==> config.mk <==
export PLATFORM = sky130hd
export DESIGN_NAME = json_byte_tokenizer_flat
export DESIGN_NICKNAME = d
export VERILOG_FILES = /design/src/jbt_pkg.sv /design/src/jbt_req_if.sv /design/src/jbt_rsp_if.sv /design/src/json_byte_tokenizer.sv /design/src/jbt_step.sv /design/src/flat_wrapper.sv
export SDC_FILE = /design/constraint.sdc
export NUM_CORES = 1
export LEC_CHECK = 0
export ABC_AREA = 1
export BUFFER_PORTS_ARGS = -buffer_cell sky130_fd_sc_hd__buf_2
export CORE_ASPECT_RATIO = 1.25
export CORE_MARGIN = 2
export CORE_UTILIZATION = 44
export DETAILED_ROUTE_END_ITERATION = 10
export GPL_TIMING_DRIVEN = 0
export SETUP_SLACK_MARGIN = 0.1
export SYNTH_ARGS = -nofsm -noshare
export SYNTH_HDL_FRONTEND = slang
export SYNTH_SLANG_ARGS = --single-unit
==> constraint.sdc <==
create_clock -name clock -period 4.2 [get_ports clock]
set_input_delay 0.63 -clock clock [delete_from_list [all_inputs] [get_ports clock]]
set_output_delay 0.63 -clock clock [all_outputs]
set_load 0.02 [all_outputs]
==> src/jbt_pkg.sv <==
// shared types, character codes and keyword tables for the json byte tokenizer
`default_nettype none

package jbt_pkg;

   // widths of the depth counters and the line and column counters
   localparam int DEPTH_WIDTH    = 16;
   localparam int POSITION_WIDTH = 20;

   localparam logic [DEPTH_WIDTH-1:0]    DEPTH_MAX = {DEPTH_WIDTH{1'b1}};
   localparam logic [POSITION_WIDTH-1:0] POS_MAX   = {POSITION_WIDTH{1'b1}};
   localparam logic [POSITION_WIDTH-1:0] POS_ONE   = POSITION_WIDTH'(1);

   // character codes
   localparam logic [7:0] CH_LBRACE   = 8'h7B;
   localparam logic [7:0] CH_RBRACE   = 8'h7D;
   localparam logic [7:0] CH_LBRACKET = 8'h5B;
   localparam logic [7:0] CH_RBRACKET = 8'h5D;
   localparam logic [7:0] CH_COMMA    = 8'h2C;
   localparam logic [7:0] CH_COLON    = 8'h3A;
   localparam logic [7:0] CH_QUOTE    = 8'h22;
   localparam logic [7:0] CH_MINUS    = 8'h2D;
   localparam logic [7:0] CH_POINT    = 8'h2E;
   localparam logic [7:0] CH_ZERO     = 8'h30;
   localparam logic [7:0] CH_NINE     = 8'h39;
   localparam logic [7:0] CH_SPACE    = 8'h20;
   localparam logic [7:0] CH_TAB      = 8'h09;
   localparam logic [7:0] CH_NEWLINE  = 8'h0A;
   localparam logic [7:0] CH_A        = 8'h61;
   localparam logic [7:0] CH_E        = 8'h65;
   localparam logic [7:0] CH_F        = 8'h66;
   localparam logic [7:0] CH_L        = 8'h6C;
   localparam logic [7:0] CH_N        = 8'h6E;
   localparam logic [7:0] CH_R        = 8'h72;
   localparam logic [7:0] CH_S        = 8'h73;
   localparam logic [7:0] CH_T        = 8'h74;
   localparam logic [7:0] CH_U        = 8'h75;

   typedef enum logic [1:0] {
      MODE_GAP,
      MODE_STRING,
      MODE_NUMBER,
      MODE_KEYWORD
   } mode_type;

   typedef enum logic [3:0] {
      KIND_BLANK,
      KIND_OPEN_BRACE,
      KIND_CLOSE_BRACE,
      KIND_OPEN_BRACKET,
      KIND_CLOSE_BRACKET,
      KIND_COMMA,
      KIND_COLON,
      KIND_STRING,
      KIND_NUMBER,
      KIND_TRUE,
      KIND_FALSE,
      KIND_NULL
   } kind_type;

   typedef enum logic [3:0] {
      ERR_NONE,
      ERR_BAD_CHAR,
      ERR_BAD_KEYWORD,
      ERR_BAD_START,
      ERR_NEWLINE_IN_STRING,
      ERR_OPEN_STRING,
      ERR_LEADING_ZERO,
      ERR_REPEATED_MINUS,
      ERR_REPEATED_POINT,
      ERR_BRACKETS,
      ERR_BRACES,
      ERR_AFTER_ROOT,
      ERR_DEPTH_OVERFLOW
   } err_type;

   // keyword selector: true, false, null (the fourth code reads as null)
   localparam logic [1:0] KW_TRUE  = 2'd0;
   localparam logic [1:0] KW_FALSE = 2'd1;
   localparam logic [1:0] KW_NULL  = 2'd2;

   typedef struct packed {
      mode_type                  mode;
      logic [1:0]                kw_kind;
      logic [2:0]                kw_pos;
      logic                      num_minus;
      logic                      num_point;
      logic                      num_zero;
      logic                      root_seen;
      logic                      root_is_bracket;
      logic                      root_closed;
      logic [DEPTH_WIDTH-1:0]    brace_depth;
      logic [DEPTH_WIDTH-1:0]    bracket_depth;
      logic [POSITION_WIDTH-1:0] line;
      logic [POSITION_WIDTH-1:0] column;
      logic [POSITION_WIDTH-1:0] start_line;
      logic [POSITION_WIDTH-1:0] start_column;
      err_type                   error;
   } scan_state_type;

   typedef struct packed {
      kind_type                  token_kind;
      logic                      token_first;
      logic                      token_final;
      logic                      number_closed;
      logic [POSITION_WIDTH-1:0] token_line;
      logic [POSITION_WIDTH-1:0] token_column;
      err_type                   error_code;
      logic                      result_last;
   } rsp_data_type;

   localparam scan_state_type SCAN_RESET = '{
      mode:            MODE_GAP,
      kw_kind:         2'd0,
      kw_pos:          3'd0,
      num_minus:       1'b0,
      num_point:       1'b0,
      num_zero:        1'b0,
      root_seen:       1'b0,
      root_is_bracket: 1'b0,
      root_closed:     1'b0,
      brace_depth:     '0,
      bracket_depth:   '0,
      line:            POS_ONE,
      column:          POS_ONE,
      start_line:      POS_ONE,
      start_column:    POS_ONE,
      error:           ERR_NONE
   };

   // saturating position increment
   function automatic logic [POSITION_WIDTH-1:0] pos_inc(input logic [POSITION_WIDTH-1:0] v);
      pos_inc = (v == POS_MAX) ? v : v + POS_ONE;
   endfunction

   // expected letter of a keyword at a position, zero past its end
   function automatic logic [7:0] kw_char(input logic [1:0] kk, input logic [2:0] pos);
      logic [7:0] ch;
      ch = 8'h00;
      case (kk)
         KW_TRUE: begin
            case (pos)
               3'd0:    ch = CH_T;
               3'd1:    ch = CH_R;
               3'd2:    ch = CH_U;
               3'd3:    ch = CH_E;
               default: ch = 8'h00;
            endcase
         end
         KW_FALSE: begin
            case (pos)
               3'd0:    ch = CH_F;
               3'd1:    ch = CH_A;
               3'd2:    ch = CH_L;
               3'd3:    ch = CH_S;
               3'd4:    ch = CH_E;
               default: ch = 8'h00;
            endcase
         end
         default: begin
            case (pos)
               3'd0:    ch = CH_N;
               3'd1:    ch = CH_U;
               3'd2:    ch = CH_L;
               3'd3:    ch = CH_L;
               default: ch = 8'h00;
            endcase
         end
      endcase
      kw_char = ch;
   endfunction

   // keyword length in letters
   function automatic logic [2:0] kw_len(input logic [1:0] kk);
      kw_len = (kk == KW_FALSE) ? 3'd5 : 3'd4;
   endfunction

endpackage

`default_nettype wire

==> src/jbt_req_if.sv <==
// request channel: one text byte with its end-of-text flag
`default_nettype none

interface jbt_req_if;
   logic       valid;
   logic       ready;
   logic [7:0] text_byte;
   logic       end_of_text;

   modport source (output valid, output text_byte, output end_of_text, input ready);
   modport sink   (input valid, input text_byte, input end_of_text, output ready);
endinterface

`default_nettype wire

==> src/jbt_rsp_if.sv <==
// response channel: token information for one text byte
`default_nettype none

interface jbt_rsp_if;
   import jbt_pkg::*;

   logic                      valid;
   logic                      ready;
   logic [3:0]                token_kind;
   logic                      token_first;
   logic                      token_final;
   logic                      number_closed;
   logic [POSITION_WIDTH-1:0] token_line;
   logic [POSITION_WIDTH-1:0] token_column;
   logic [3:0]                error_code;
   logic                      result_last;

   modport source (
      output valid, output token_kind, output token_first, output token_final,
      output number_closed, output token_line, output token_column,
      output error_code, output result_last, input ready
   );
   modport sink (
      input valid, input token_kind, input token_first, input token_final,
      input number_closed, input token_line, input token_column,
      input error_code, input result_last, output ready
   );
endinterface

`default_nettype wire

==> src/json_byte_tokenizer.sv <==
// top level of the json byte tokenizer: request register, scan state, response register
//
// One byte of JSON text is taken per request and yields exactly one response
// carrying its token kind, start and end flags, the position where the current
// token began and the sticky error code; the byte flagged end_of_text closes the
// text and returns all state to reset. A request is held in the request
// register, then the scan-state update and the response are formed
// combinationally and the response is registered; one byte is taken every
// cycle while the response side keeps up. The throughput limit is the single
// scan-state register, which every byte reads and writes once. There is no
// memory and no clearing pass after reset.
`default_nettype none

module json_byte_tokenizer (
   input  logic             clock,
   input  logic             reset,
   jbt_req_if.sink          req_chan,
   jbt_rsp_if.source        rsp_chan
);
   import jbt_pkg::*;

   logic           in_valid_ff;
   logic           in_valid_in;
   logic [7:0]     in_byte_ff;
   logic [7:0]     in_byte_in;
   logic           in_last_ff;
   logic           in_last_in;
   scan_state_type state_ff;
   scan_state_type state_in;
   logic           rsp_valid_ff;
   logic           rsp_valid_in;
   rsp_data_type   rsp_data_ff;
   rsp_data_type   rsp_data_in;

   scan_state_type step_state;
   rsp_data_type   step_result;
   logic           advance;
   logic           req_take;

   // scan logic for the byte in the request register
   jbt_step u_step (
      .state       (state_ff),
      .text_byte   (in_byte_ff),
      .end_of_text (in_last_ff),
      .state_next  (step_state),
      .result      (step_result)
   );

   // handshake: a byte moves on when the response register is free or draining
   assign advance        = in_valid_ff && (!rsp_valid_ff || rsp_chan.ready);
   assign req_chan.ready = !in_valid_ff || advance;
   assign req_take       = req_chan.valid && req_chan.ready;

   // next values
   always_comb begin
      in_valid_in  = in_valid_ff;
      in_byte_in   = in_byte_ff;
      in_last_in   = in_last_ff;
      state_in     = state_ff;
      rsp_valid_in = rsp_valid_ff;
      rsp_data_in  = rsp_data_ff;
      if (advance) begin
         in_valid_in  = 1'b0;
         state_in     = step_state;
         rsp_valid_in = 1'b1;
         rsp_data_in  = step_result;
      end else if (rsp_chan.ready) begin
         rsp_valid_in = 1'b0;
      end
      if (req_take) begin
         in_valid_in = 1'b1;
         in_byte_in  = req_chan.text_byte;
         in_last_in  = req_chan.end_of_text;
      end
   end

   // control registers
   always_ff @(posedge clock) begin
      if (reset) begin
         in_valid_ff  <= 1'b0;
         rsp_valid_ff <= 1'b0;
         state_ff     <= SCAN_RESET;
      end else begin
         in_valid_ff  <= in_valid_in;
         rsp_valid_ff <= rsp_valid_in;
         state_ff     <= state_in;
      end
   end

   // payload registers
   always_ff @(posedge clock) begin
      in_byte_ff  <= in_byte_in;
      in_last_ff  <= in_last_in;
      rsp_data_ff <= rsp_data_in;
   end

   // response port
   assign rsp_chan.valid         = rsp_valid_ff;
   assign rsp_chan.token_kind    = rsp_data_ff.token_kind;
   assign rsp_chan.token_first   = rsp_data_ff.token_first;
   assign rsp_chan.token_final   = rsp_data_ff.token_final;
   assign rsp_chan.number_closed = rsp_data_ff.number_closed;
   assign rsp_chan.token_line    = rsp_data_ff.token_line;
   assign rsp_chan.token_column  = rsp_data_ff.token_column;
   assign rsp_chan.error_code    = rsp_data_ff.error_code;
   assign rsp_chan.result_last   = rsp_data_ff.result_last;

`ifndef NO_ASSERTIONS
   // open nesting only exists once the root has opened
   a_depth_needs_root: assert property (@(posedge clock) disable iff (reset)
      (state_ff.brace_depth != '0 || state_ff.bracket_depth != '0) |-> state_ff.root_seen)
      else $error("nesting depth without a root");

   // a token in progress only exists once the root has opened
   a_mode_needs_root: assert property (@(posedge clock) disable iff (reset)
      (state_ff.mode != MODE_GAP) |-> state_ff.root_seen)
      else $error("token in progress without a root");

   // a stuck error survives every byte but the final one
   a_error_sticky: assert property (@(posedge clock) disable iff (reset)
      (advance && state_ff.error != ERR_NONE && !in_last_ff)
      |=> (state_ff.error == $past(state_ff.error)))
      else $error("sticky error changed before end of text");

   // the token start never lies past the current line
   a_start_line: assert property (@(posedge clock) disable iff (reset)
      state_ff.start_line <= state_ff.line)
      else $error("token start line beyond current line");

   // requests stall only behind a held response
   a_stall_cause: assert property (@(posedge clock) disable iff (reset)
      !req_chan.ready |-> (in_valid_ff && rsp_valid_ff && !rsp_chan.ready))
      else $error("request stalled without backpressure");
`endif

endmodule

`default_nettype wire

==> src/jbt_step.sv <==
// per-byte scanner logic: next scan state and the response for one byte
`default_nettype none

module jbt_step (
   input  jbt_pkg::scan_state_type state,
   input  logic [7:0]              text_byte,
   input  logic                    end_of_text,
   output jbt_pkg::scan_state_type state_next,
   output jbt_pkg::rsp_data_type   result
);
   import jbt_pkg::*;

   scan_state_type nx;
   kind_type       kind;
   kind_type       gap_kind;
   logic           first;
   logic           fin;
   logic           nclosed;
   logic           gap;
   logic           is_digit;
   err_type        err;

   // token kind that a byte opens between tokens, blank if none
   always_comb begin
      case (text_byte) inside
         CH_LBRACE:            gap_kind = KIND_OPEN_BRACE;
         CH_RBRACE:            gap_kind = KIND_CLOSE_BRACE;
         CH_LBRACKET:          gap_kind = KIND_OPEN_BRACKET;
         CH_RBRACKET:          gap_kind = KIND_CLOSE_BRACKET;
         CH_COMMA:             gap_kind = KIND_COMMA;
         CH_COLON:             gap_kind = KIND_COLON;
         CH_QUOTE:             gap_kind = KIND_STRING;
         CH_T:                 gap_kind = KIND_TRUE;
         CH_F:                 gap_kind = KIND_FALSE;
         CH_N:                 gap_kind = KIND_NULL;
         [CH_ZERO:CH_NINE], CH_MINUS: gap_kind = KIND_NUMBER;
         default:              gap_kind = KIND_BLANK;
      endcase
   end

   assign is_digit = (text_byte >= CH_ZERO) && (text_byte <= CH_NINE);

   // scanner state update
   always_comb begin
      nx      = state;
      kind    = KIND_BLANK;
      first   = 1'b0;
      fin     = 1'b0;
      nclosed = 1'b0;
      gap     = 1'b0;
      err     = ERR_NONE;

      if (state.error == ERR_NONE) begin
         // continue a multi-byte token
         case (state.mode)
            MODE_STRING: begin
               kind = KIND_STRING;
               if (text_byte == CH_NEWLINE) begin
                  err = ERR_NEWLINE_IN_STRING;
               end else begin
                  if (text_byte == CH_QUOTE) begin
                     fin     = 1'b1;
                     nx.mode = MODE_GAP;
                  end
                  nx.column = pos_inc(state.column);
               end
            end
            MODE_KEYWORD: begin
               if (state.kw_kind == KW_TRUE) begin
                  kind = KIND_TRUE;
               end else if (state.kw_kind == KW_FALSE) begin
                  kind = KIND_FALSE;
               end else begin
                  kind = KIND_NULL;
               end
               if (text_byte != kw_char(state.kw_kind, state.kw_pos)) begin
                  err = ERR_BAD_KEYWORD;
               end else begin
                  nx.kw_pos = state.kw_pos + 3'd1;
                  nx.column = pos_inc(state.column);
                  if ((state.kw_pos + 3'd1) >= kw_len(state.kw_kind)) begin
                     fin     = 1'b1;
                     nx.mode = MODE_GAP;
                  end
               end
            end
            MODE_NUMBER: begin
               if (is_digit || text_byte == CH_MINUS || text_byte == CH_POINT) begin
                  kind = KIND_NUMBER;
                  if (state.num_zero && is_digit) begin
                     err = ERR_LEADING_ZERO;
                  end else if (text_byte == CH_MINUS && state.num_minus) begin
                     err = ERR_REPEATED_MINUS;
                  end else if (text_byte == CH_POINT && state.num_point) begin
                     err = ERR_REPEATED_POINT;
                  end else begin
                     if (text_byte == CH_MINUS) nx.num_minus = 1'b1;
                     if (text_byte == CH_POINT) nx.num_point = 1'b1;
                     nx.num_zero = 1'b0;
                     nx.column   = pos_inc(state.column);
                  end
               end else begin
                  // number ends here, byte handled as between tokens
                  nclosed = 1'b1;
                  nx.mode = MODE_GAP;
                  gap     = 1'b1;
               end
            end
            default: begin
               gap = 1'b1;
            end
         endcase

         // byte between tokens
         if (gap) begin
            nx.start_line   = state.line;
            nx.start_column = state.column;
            if (text_byte == CH_SPACE || text_byte == CH_TAB) begin
               nx.column = pos_inc(state.column);
            end else if (text_byte == CH_NEWLINE) begin
               nx.line   = pos_inc(state.line);
               nx.column = POS_ONE;
            end else if (gap_kind == KIND_BLANK) begin
               err = ERR_BAD_CHAR;
            end else if (state.root_closed) begin
               err = ERR_AFTER_ROOT;
            end else if (!state.root_seen && gap_kind != KIND_OPEN_BRACE &&
                         gap_kind != KIND_OPEN_BRACKET) begin
               err = ERR_BAD_START;
            end else begin
               case (gap_kind)
                  KIND_OPEN_BRACE: begin
                     if (state.brace_depth == DEPTH_MAX) begin
                        err = ERR_DEPTH_OVERFLOW;
                     end else begin
                        nx.brace_depth = state.brace_depth + DEPTH_WIDTH'(1);
                        if (!state.root_seen) begin
                           nx.root_seen       = 1'b1;
                           nx.root_is_bracket = 1'b0;
                        end
                     end
                  end
                  KIND_OPEN_BRACKET: begin
                     if (state.bracket_depth == DEPTH_MAX) begin
                        err = ERR_DEPTH_OVERFLOW;
                     end else begin
                        nx.bracket_depth = state.bracket_depth + DEPTH_WIDTH'(1);
                        if (!state.root_seen) begin
                           nx.root_seen       = 1'b1;
                           nx.root_is_bracket = 1'b1;
                        end
                     end
                  end
                  KIND_CLOSE_BRACE: begin
                     if (state.brace_depth == '0) begin
                        err = ERR_BRACES;
                     end else begin
                        nx.brace_depth = state.brace_depth - DEPTH_WIDTH'(1);
                        if (state.brace_depth == DEPTH_WIDTH'(1) && !state.root_is_bracket) begin
                           nx.root_closed = 1'b1;
                        end
                     end
                  end
                  KIND_CLOSE_BRACKET: begin
                     if (state.bracket_depth == '0) begin
                        err = ERR_BRACKETS;
                     end else begin
                        nx.bracket_depth = state.bracket_depth - DEPTH_WIDTH'(1);
                        if (state.bracket_depth == DEPTH_WIDTH'(1) && state.root_is_bracket) begin
                           nx.root_closed = 1'b1;
                        end
                     end
                  end
                  KIND_STRING: begin
                     nx.mode = MODE_STRING;
                  end
                  KIND_NUMBER: begin
                     nx.mode      = MODE_NUMBER;
                     nx.num_minus = (text_byte == CH_MINUS);
                     nx.num_point = 1'b0;
                     nx.num_zero  = (text_byte == CH_ZERO);
                  end
                  KIND_TRUE, KIND_FALSE, KIND_NULL: begin
                     nx.mode   = MODE_KEYWORD;
                     nx.kw_pos = 3'd1;
                     if (gap_kind == KIND_TRUE) begin
                        nx.kw_kind = KW_TRUE;
                     end else if (gap_kind == KIND_FALSE) begin
                        nx.kw_kind = KW_FALSE;
                     end else begin
                        nx.kw_kind = KW_NULL;
                     end
                  end
                  default: begin
                  end
               endcase
               if (err == ERR_NONE) begin
                  kind      = gap_kind;
                  first     = 1'b1;
                  fin       = (gap_kind <= KIND_COLON);
                  nx.column = pos_inc(state.column);
               end
            end
         end

         // closing checks on the final byte
         if (err == ERR_NONE && end_of_text) begin
            if (nx.mode == MODE_STRING) begin
               err = ERR_OPEN_STRING;
            end else if (nx.mode == MODE_KEYWORD) begin
               err = ERR_BAD_KEYWORD;
            end else if (!nx.root_seen) begin
               err = ERR_BAD_START;
            end else if (nx.bracket_depth != '0) begin
               err = ERR_BRACKETS;
            end else if (nx.brace_depth != '0) begin
               err = ERR_BRACES;
            end
         end

         if (err != ERR_NONE) nx.error = err;
      end
   end

   // response fields, token flags masked once an error has stuck
   always_comb begin
      result.token_kind    = (nx.error == ERR_NONE) ? kind : KIND_BLANK;
      result.token_first   = (nx.error == ERR_NONE) && first;
      result.token_final   = (nx.error == ERR_NONE) && fin;
      result.number_closed = (nx.error == ERR_NONE) && nclosed;
      result.token_line    = nx.start_line;
      result.token_column  = nx.start_column;
      result.error_code    = nx.error;
      result.result_last   = end_of_text;
   end

   // the final byte of a text returns the scanner to its reset state
   assign state_next = end_of_text ? SCAN_RESET : nx;

endmodule

`default_nettype wire
==> src/flat_wrapper.sv <==
// flat-port wrapper written by rule: the top's interface ports become plain ports
module json_byte_tokenizer_flat import jbt_pkg::*;
  (clock, reset, req_chan_valid, req_chan_text_byte, req_chan_end_of_text, req_chan_ready, rsp_chan_valid, rsp_chan_token_kind, rsp_chan_token_first, rsp_chan_token_final, rsp_chan_number_closed, rsp_chan_token_line, rsp_chan_token_column, rsp_chan_error_code, rsp_chan_result_last, rsp_chan_ready);
  jbt_req_if req_chan_i ();
  jbt_rsp_if rsp_chan_i ();
  input  logic clock;
  input  logic reset;
  input wire logic [$bits(req_chan_i.valid)-1:0] req_chan_valid;
  input wire logic [$bits(req_chan_i.text_byte)-1:0] req_chan_text_byte;
  input wire logic [$bits(req_chan_i.end_of_text)-1:0] req_chan_end_of_text;
  output wire logic [$bits(req_chan_i.ready)-1:0] req_chan_ready;
  output wire logic [$bits(rsp_chan_i.valid)-1:0] rsp_chan_valid;
  output wire logic [$bits(rsp_chan_i.token_kind)-1:0] rsp_chan_token_kind;
  output wire logic [$bits(rsp_chan_i.token_first)-1:0] rsp_chan_token_first;
  output wire logic [$bits(rsp_chan_i.token_final)-1:0] rsp_chan_token_final;
  output wire logic [$bits(rsp_chan_i.number_closed)-1:0] rsp_chan_number_closed;
  output wire logic [$bits(rsp_chan_i.token_line)-1:0] rsp_chan_token_line;
  output wire logic [$bits(rsp_chan_i.token_column)-1:0] rsp_chan_token_column;
  output wire logic [$bits(rsp_chan_i.error_code)-1:0] rsp_chan_error_code;
  output wire logic [$bits(rsp_chan_i.result_last)-1:0] rsp_chan_result_last;
  input wire logic [$bits(rsp_chan_i.ready)-1:0] rsp_chan_ready;
  assign req_chan_i.valid = req_chan_valid;
  assign req_chan_i.text_byte = req_chan_text_byte;
  assign req_chan_i.end_of_text = req_chan_end_of_text;
  assign req_chan_ready = req_chan_i.ready;
  assign rsp_chan_valid = rsp_chan_i.valid;
  assign rsp_chan_token_kind = rsp_chan_i.token_kind;
  assign rsp_chan_token_first = rsp_chan_i.token_first;
  assign rsp_chan_token_final = rsp_chan_i.token_final;
  assign rsp_chan_number_closed = rsp_chan_i.number_closed;
  assign rsp_chan_token_line = rsp_chan_i.token_line;
  assign rsp_chan_token_column = rsp_chan_i.token_column;
  assign rsp_chan_error_code = rsp_chan_i.error_code;
  assign rsp_chan_result_last = rsp_chan_i.result_last;
  assign rsp_chan_i.ready = rsp_chan_ready;
  json_byte_tokenizer u_core (.clock(clock), .reset(reset), .req_chan(req_chan_i), .rsp_chan(rsp_chan_i));
endmodule
==> results.py, run 1 <==
metrics = {
    "setup_path": {
        "cp_top_family": "buffers and inverters",
        "worstPathRequired_ns": 4.59,
        "cp_cell_sequence": "nand2_1, inv_1, nand2_2, nor2_1, inv_1, nand3_2, nand2_2, nand2_4, inv_2, clkbuf_1, clkbuf_1, clkbuf_1, o21ai_0, o2111ai_1, nand2_1, a21oi_1",
        "cp-start-kind": "register",
        "regToRegSetupSlack_ns": 0.34,
        "rr_startpoint": "u_core.in_byte_ff[2]",
        "arrival_ns": 4.26,
        "path_max_fanout": 10,
        "r2r_end": "u_core.state_ff[59]",
        "path_common_cell": "clkbuf_1",
        "worst_path_largest_cell_delay_ns": 0.56,
        "critPathCaptureType": "register",
        "worstSetupPathType": "reg -> reg",
        "cp.buffers_inverters": 6,
        "crit_slowest_cell": "clkbuf_1",
        "reg2reg_depth": 16,
    },
    "layout": {
        "final_nets": 2340,
        "fillers": 3234,
        "fin_util_pct": 49.5,
        "area_growth_pct": 10.8,
        "diodes": 0,
        "final_cell_area_sq_um": 15300,
        "drive_gt1_share_pct": 7.87,
        "final_cells": 2732,
        "multi_input_area_sq_um": 8080,
        "regArea_sq_um": 4450,
    },
    "die": {
        "core_area_sq_um": 30900,
        "rows": 72,
        "start_util_pct": 44.6,
        "ios": 67,
        "die_area_sq_um": 32800,
        "die_h_microns": 202,
        "fp.dieW_microns": 162,
    },
    "clock_tree": {
        "cts-buffers-inserted": 17,
        "clockBufferDepth": 2,
        "h-tree-depth": 4,
        "tritoncts": "done",
        "cts_sinks": 192,
        "clk_latency_ns": 0.47,
        "path_clk_slew_ns": 0.08,
        "cts-root-buf": "clkbuf_16",
        "post_cts_buffers": 0,
    },
    "place": {
        "dpl.cell_count": 2700,
        "placed_area_sq_um": 14700,
        "hpwl_microns": 37400,
        "port_buffers": 66,
        "gp_congestion": 0.961,
    },
    "pwr": {
        "p_leak_nw": 6.25,
        "p_seq_share_pct": 49.6,
        "peakVddDrop_mv": 0.257,
        "power_w": 0.00397,
        "combPwrFrac_pct": 7.9,
        "switching_share_pct": 28.5,
        "cell_internal_pwr_w": 0.00284,
        "switchingPower_w": 0.00113,
        "pwr-share-clk_pct": 42.5,
        "powerDensity_nw_per_um2": 260,
    },
    "synth": {
        "synth_ff_type": "dfxtp_1",
        "synth.distinct_cells": 60,
        "synth_top_cell_area_share_pct": 19.9,
        "yosysTopAreaCell": "nand2_1",
        "synth_area_leaders": "nand2_1 (20%), dfxtp_1 (19%), edfxtp_1 (13%), a21oi_1 (6.2%), nor2_1 (6.2%)",
        "seq_area_frac_synth_pct": 32.3,
        "netlist_instances": 2226,
        "synthArstFlopShare_pct": 0,
        "synth.avg_cell_area_sq_um": 6.20,
        "synth-edff-count": 61,
        "ys_ff_latch": 192,
        "ys_warn_count": 0,
        "synth.cell_area_sq_um": 13800,
        "synth_nets": 2254,
    },
    "route": {
        "vias_per_cell": 5.55,
        "drcViolationCount": 0,
        "wirelength_microns": 48800,
        "vias": 15200,
        "first_pass_iters": 5,
        "wl_per_cell_microns": 17.9,
        "postRouteAntennaNets": 0,
        "drtIter0Drc": 1182,
    },
    "worst_hold_path": {
        "min_path_cells": 1,
        "hold_end": "u_core.in_byte_ff[0]",
        "hold_path_class": "in -> reg",
        "hp-start": "req_chan_text_byte[0]",
    },
    "grt": {
        "grt.total_usage_pct": 30.1,
        "grt_pass1_wl_microns": 77500,
        "overflow": 0,
        "grt_antenna_before_repair": 0,
        "grt_start_max_net_pins": 40,
        "grt_pass1_vias": 14400,
    },
    "timing": {
        "final_hold_viol_count": 0,
        "slew_viol_final": 0,
        "period_share_pct": 91.9,
        "fin_skew_ns": 0.0140,
        "worstMarginPinSlew_ns": 0.928,
        "slew_headroom_pct": 38.1,
        "setup_viol": 0,
        "hold_ws_ns": 0.332,
        "min_period_ns": 3.86,
        "rsz0062_at_grt": "no",
        "fmax_mhz": 259,
    },
    "status": {
        "outcome": "finished clean",
    },
    "run": {
        "cap_violations": 0,
    },
}
==> power groups by stage <==
stage / registers, W / clock network (W) / logic [W]
6_report: 0.00197 / 0.00169 / 0.000313
5_1_grt: 0.00197 / 0.00178 / 0.000342
4_1_cts: 0.00197 / 0.00171 / 0.000312
3_5_place_dp: 0.00201 / 0 / 0.000311
3_3_place_gp: 0.00201 / 0 / 0.000307
2_1_floorplan: 0.00204 / 0 / 0.000167
==> Yosys cell counts (all sizes together), types with 7 or more instances <==
library cell and count:
a211oi 10, a21oi 173, a22oi 7, a31oi 21, buf 18, clkbuf 89
dfxtp 131, edfxtp 61, ha 15, inv 220, nand2 741, nand3 145
nand4 38, nor2 249, nor3 33, nor4 8, o2111ai 9, o211ai 20
o21a 11, o21ai 146, xor2 37
==> worst max-delay path by stage <==
stage / start / endpoint / cells past startpoint / slack [ns]
2_1_floorplan: u_core.state_ff[84] / u_core.rsp_chan.token_final / 24 / 1.02
3_3_place_gp: u_core.state_ff[84] / u_core.state_ff[60] / 21 / -0.38
3_5_place_dp: u_core.state_ff[84] / u_core.state_ff[48] / 21 / -0.38
4_1_cts: u_core.state_ff[84] / u_core.state_ff[55] / 21 / 0.15
5_1_grt: u_core.state_ff[100] / u_core.rsp_chan.token_final / 23 / 0.1
6_report: u_core.in_byte_ff[2] / u_core.state_ff[59] / 16 / 0.34
==> cell usage in the layout, fill, tap and decap left out, types with 9 or more instances in the layout <==
| master | n |
|---|---|
| nor2_1 | 225 |
| edfxtp_1 | 61 |
| a21oi_1 | 170 |
| nor2_2 | 20 |
| nand2_1 | 729 |
| o21a_1 | 11 |
| clkbuf_16 | 17 |
| inv_1 | 206 |
| inv_2 | 14 |
| clkbuf_1 | 85 |
| a211oi_1 | 10 |
| xor2_1 | 37 |
| a31oi_1 | 21 |
| nand2_2 | 10 |
| dfxtp_1 | 131 |
| o211ai_1 | 20 |
| o2111ai_1 | 9 |
| ha_1 | 14 |
| buf_2 | 75 |
| o21ai_0 | 141 |
| nor3_1 | 31 |
| nand3_1 | 141 |
| nand4_1 | 36 |
==> flip-flops by register name, indices dropped and copies added, names as in the netlist <==
signal and cells:
u_core.in_last_ff 1, u_core.in_byte_ff 8, u_core.state_ff 129, u_core.rsp_chan.token_column 20, u_core.rsp_chan.result_last 1, u_core.rsp_chan.token_first 1
u_core.rsp_chan.valid 1, u_core.rsp_chan.token_final 1, u_core.in_valid_ff 1, u_core.rsp_chan.token_line 20, u_core.rsp_chan.error_code 4, u_core.rsp_chan.token_kind 4
u_core.rsp_chan.number_closed 1
==> per-stage QoR <==
| step | worst slack, ns | TNS, ns |
|---|---|---|
| floorplan | 1.02 | 0 |
| global placement | -0.376 | -4.24 |
| detailed placement | -0.377 | -4.38 |
| CTS | 0.149 | 0 |
| global route | 0.0988 | 0 |
| finish | 0.338 | 0 |
==> layer usage <==
metal,vias to the layer above,routed length [microns],global-route usage [%]
li1,7487,-,-
met1,6980,19300,35.3
met2,554,24200,53.1
met3,153,2740,3.96
met4,0,2560,15.7
met5,-,0,0
==> area by class of cell <==
class | instances | share of cell area [%]
sequential | 192 | 29.1
multi-input combinational | 1702 | 52.9
tap | 407 | 3.33
timing repair buffer | 67 | 2.29
buffer | 107 | 2.90
clock inverter | 14 | 1.06
clock buffer | 18 | 2.87
inverter | 225 | 5.53
==> kinds of logic (layout without fill, tap and decap cells) <==
kind of cell / after synthesis / count (layout) / share of synthesized area [%]
AO/OA/AOI/OAI: 420 / 420 / 17.2
XOR/XNOR: 39 / 39 / 2.48
adder cells (fa/ha/maj): 15 / 15 / 1.36
buffers and inverters: 332 / 431 / 9.26
flip-flops: 192 / 192 / 32.3
AND/OR/NAND/NOR: 1228 / 1228 / 37.5
==> repair_timing <==
item                                    in CTS  in global routing
endpoints found under the setup margin      26                 39
gates resized for setup                      5                 14
hold buffers                                 0                  0
gates cloned                                 0                  0
Power figures use the tool's default switching activity.
==> run 2: changes to the inputs <==
--- a/config.mk
+++ b/config.mk
@@ -12,6 +12,7 @@
 export CORE_UTILIZATION = 44
 export DETAILED_ROUTE_END_ITERATION = 10
 export GPL_TIMING_DRIVEN = 0
+export RECOVER_POWER = 50
 export SETUP_SLACK_MARGIN = 0.1
 export SYNTH_ARGS = -nofsm -noshare
 export SYNTH_HDL_FRONTEND = slang
==> run 2 against run 1 <==
Net effect:
- the flow now finishes with violations (max-capacitance violations, max-slew violations)
- via count decreased by 0.13%
- non-clock buffer count unchanged
- setup slack got worse by 0.0087 ns
- sequential share of layout area rose by 0.18 points
- hold slack improved by 0.00052 ns
- register-to-register slack about the same
- core utilization decreased by 0.30 points
- sequential cell count is the same
- global-route usage unchanged
- final cell count did not move
- critical path type unchanged
==> results.py, run 2 (synthesized netlist as in run 1, its figures left out) <==
metrics = {
    "setup_path": {
        "worstPathRequired_ns": 4.59,
        "cp-startpoint": "u_core.in_byte_ff[2]",
        "critPathCaptureType": "register",
        "cp_cell_sequence": "nand2_1, inv_1, nand2_2, nor2_1, inv_1, nand3_1, nand2_2, nand2_4, inv_2, clkbuf_1, clkbuf_1, clkbuf_1, o21ai_0, o2111ai_1, nand2_1, a21oi_1",
        "cp-start-kind": "register",
        "rr_startpoint": "u_core.in_byte_ff[2]",
        "crit_slowest_cell": "clkbuf_1",
        "worstSetupPathType": "reg -> reg",
        "path_depth": 16,
        "path_max_fanout": 10,
        "r2r_end": "u_core.state_ff[59]",
        "regToRegSetupSlack_ns": 0.33,
        "reg2reg_depth": 16,
        "worst_path_largest_cell_delay_ns": 0.53,
        "cp_top_family": "buffers and inverters",
        "path_common_cell": "clkbuf_1",
        "arrival_ns": 4.26,
        "cp.buffers_inverters": 6,
    },
    "clock_tree": {
        "cts-root-buf": "clkbuf_16",
        "ctsHoldBuffers": 0,
        "h-tree-depth": 4,
        "tritoncts": "done",
        "clk_latency_ns": 0.47,
        "cts-buffers-inserted": 17,
        "cts_sinks": 192,
        "post_cts_buffers": 0,
        "clockBufferDepth": 2,
        "path_clk_slew_ns": 0.08,
    },
    "status": {
        "violations": "max-capacitance violations, max-slew violations",
        "outcome": "finished with violations",
    },
    "grt": {
        "grt_pass1_vias": 14400,
        "grt_antenna_before_repair": 0,
        "grt_start_max_net_pins": 40,
        "overflow": 0,
        "grt_pass1_wl_microns": 77500,
        "grt.total_usage_pct": 30.1,
    },
    "route": {
        "vias": 15200,
        "drcViolationCount": 0,
        "vias_per_cell": 5.55,
        "drtIter0Drc": 1162,
        "wl_per_cell_microns": 17.9,
        "postRouteAntennaNets": 0,
        "first_pass_iters": 7,
        "wirelength_microns": 48900,
    },
    "worst_hold_path": {
        "hp-start": "req_chan_text_byte[0]",
        "hold_end": "u_core.in_byte_ff[0]",
        "hold_path_class": "in -> reg",
        "min_path_cells": 1,
    },
    "timing": {
        "fmax_mhz": 258,
        "setup_viol": 0,
        "rsz0062_at_grt": "no",
        "slew_headroom_pct": -48.4,
        "tns_ns": 0,
        "final_hold_viol_count": 0,
        "period_share_pct": 92.2,
        "min_period_ns": 3.87,
        "slew_viol_final": 40,
        "fin_skew_ns": 0.0148,
        "worstMarginPinSlew_ns": 2.23,
    },
    "layout": {
        "diodes": 0,
        "final_cell_mix": "nand2_1 (729), nor2_1 (225), inv_1 (207), a21oi_1 (171), nand3_1 (142)",
        "area_growth_pct": 10.1,
        "final_common_cell": "nand2_1",
        "fillers": 3270,
        "fin_util_pct": 49.2,
        "drive_gt1_share_pct": 5.33,
        "top_register": "u_core.state_ff",
        "final_nets": 2340,
        "largest_reg_flops": 129,
    },
    "pwr": {
        "peakVddDrop_mv": 0.256,
        "p_leak_nw": 6.08,
        "powerDensity_nw_per_um2": 261,
    },
    "die": {
        "start_util_pct": 44.6,
        "fp.dieW_microns": 162,
        "rows": 72,
        "die_area_sq_um": 32800,
        "ios": 67,
        "core_area_sq_um": 30900,
        "die_h_microns": 202,
    },
    "place": {
        "port_buffers": 66,
        "hpwl_microns": 37400,
        "gp_congestion": 0.961,
    },
    "run": {
        "cap_violations": 1,
    },
}
[run 2: cell count changes in the layout (fill, tap and decap cells not counted), sizes merged]
cell	before	now
clkbuf	106	162
buf	86	30
[run 2: per-stage QoR]
step	setup WS [ns]	std cells	hold WS [ns]	power (W)	instance area, sq um
floorplan	1.02	2226	0.424	0.00220	13800
global placement	-0.376	2699	0.432	0.00232	14600
detailed placement	-0.377	2700	0.439	0.00232	14700
CTS	0.149	2732	0.321	0.00399	15300
global route	0.0646	2732	0.320	0.00409	15200
finish	0.330	2732	0.333	0.00396	15200
[run 2: power by group]
part / leakage [nW] / internal, W / switching [W]
registers: 1.64 / 0.00195 / 0.0000221
logic: 4.15 / 0.0000642 / 0.000240
clock network: 0.291 / 0.000818 / 0.000868
total: 6.08 / 0.00283 / 0.00113
[run 2: timing repair]
| item | 4_1_cts | 5_1_grt |
|---|---|---|
| endpoints found under the setup margin | 26 | 39 |
| pin swaps | 0 | 0 |
| gates resized for setup | 5 | 14 |
[run 2: area by class of cell]
type	count	area, sq um	area share (%)
plain buffers	107	443	2.92
clock buffers	18	439	2.89
clock inverters	14	161	1.06
inverters	225	845	5.56
multi-input cells	1702	8070	53.2
flip-flops and latches	192	4450	29.3
well taps	407	509	3.35
repair buffers	67	265	1.75
[run 2: worst max-delay path by stage]
| stage | endpoint | slack, ns |
|---|---|---|
| after detailed placement | u_core.state_ff[48] | -0.38 |
| after floorplan | u_core.rsp_chan.token_final | 1.02 |
| after global placement | u_core.state_ff[60] | -0.38 |
| after CTS | u_core.state_ff[55] | 0.15 |
| final | u_core.state_ff[59] | 0.33 |
| after global routing | u_core.state_ff[59] | 0.06 |
[run 2: routing by layer]
layer	vias up	wire (microns)	share of wire, %	track usage [%]
li1	7488	-	-	-
met1	6962	19200	39	35.3
met2	555	24300	50	53.1
met3	150	2880	5.9	3.96
met4	0	2490	5.1	15.7
met5	-	0	0	0
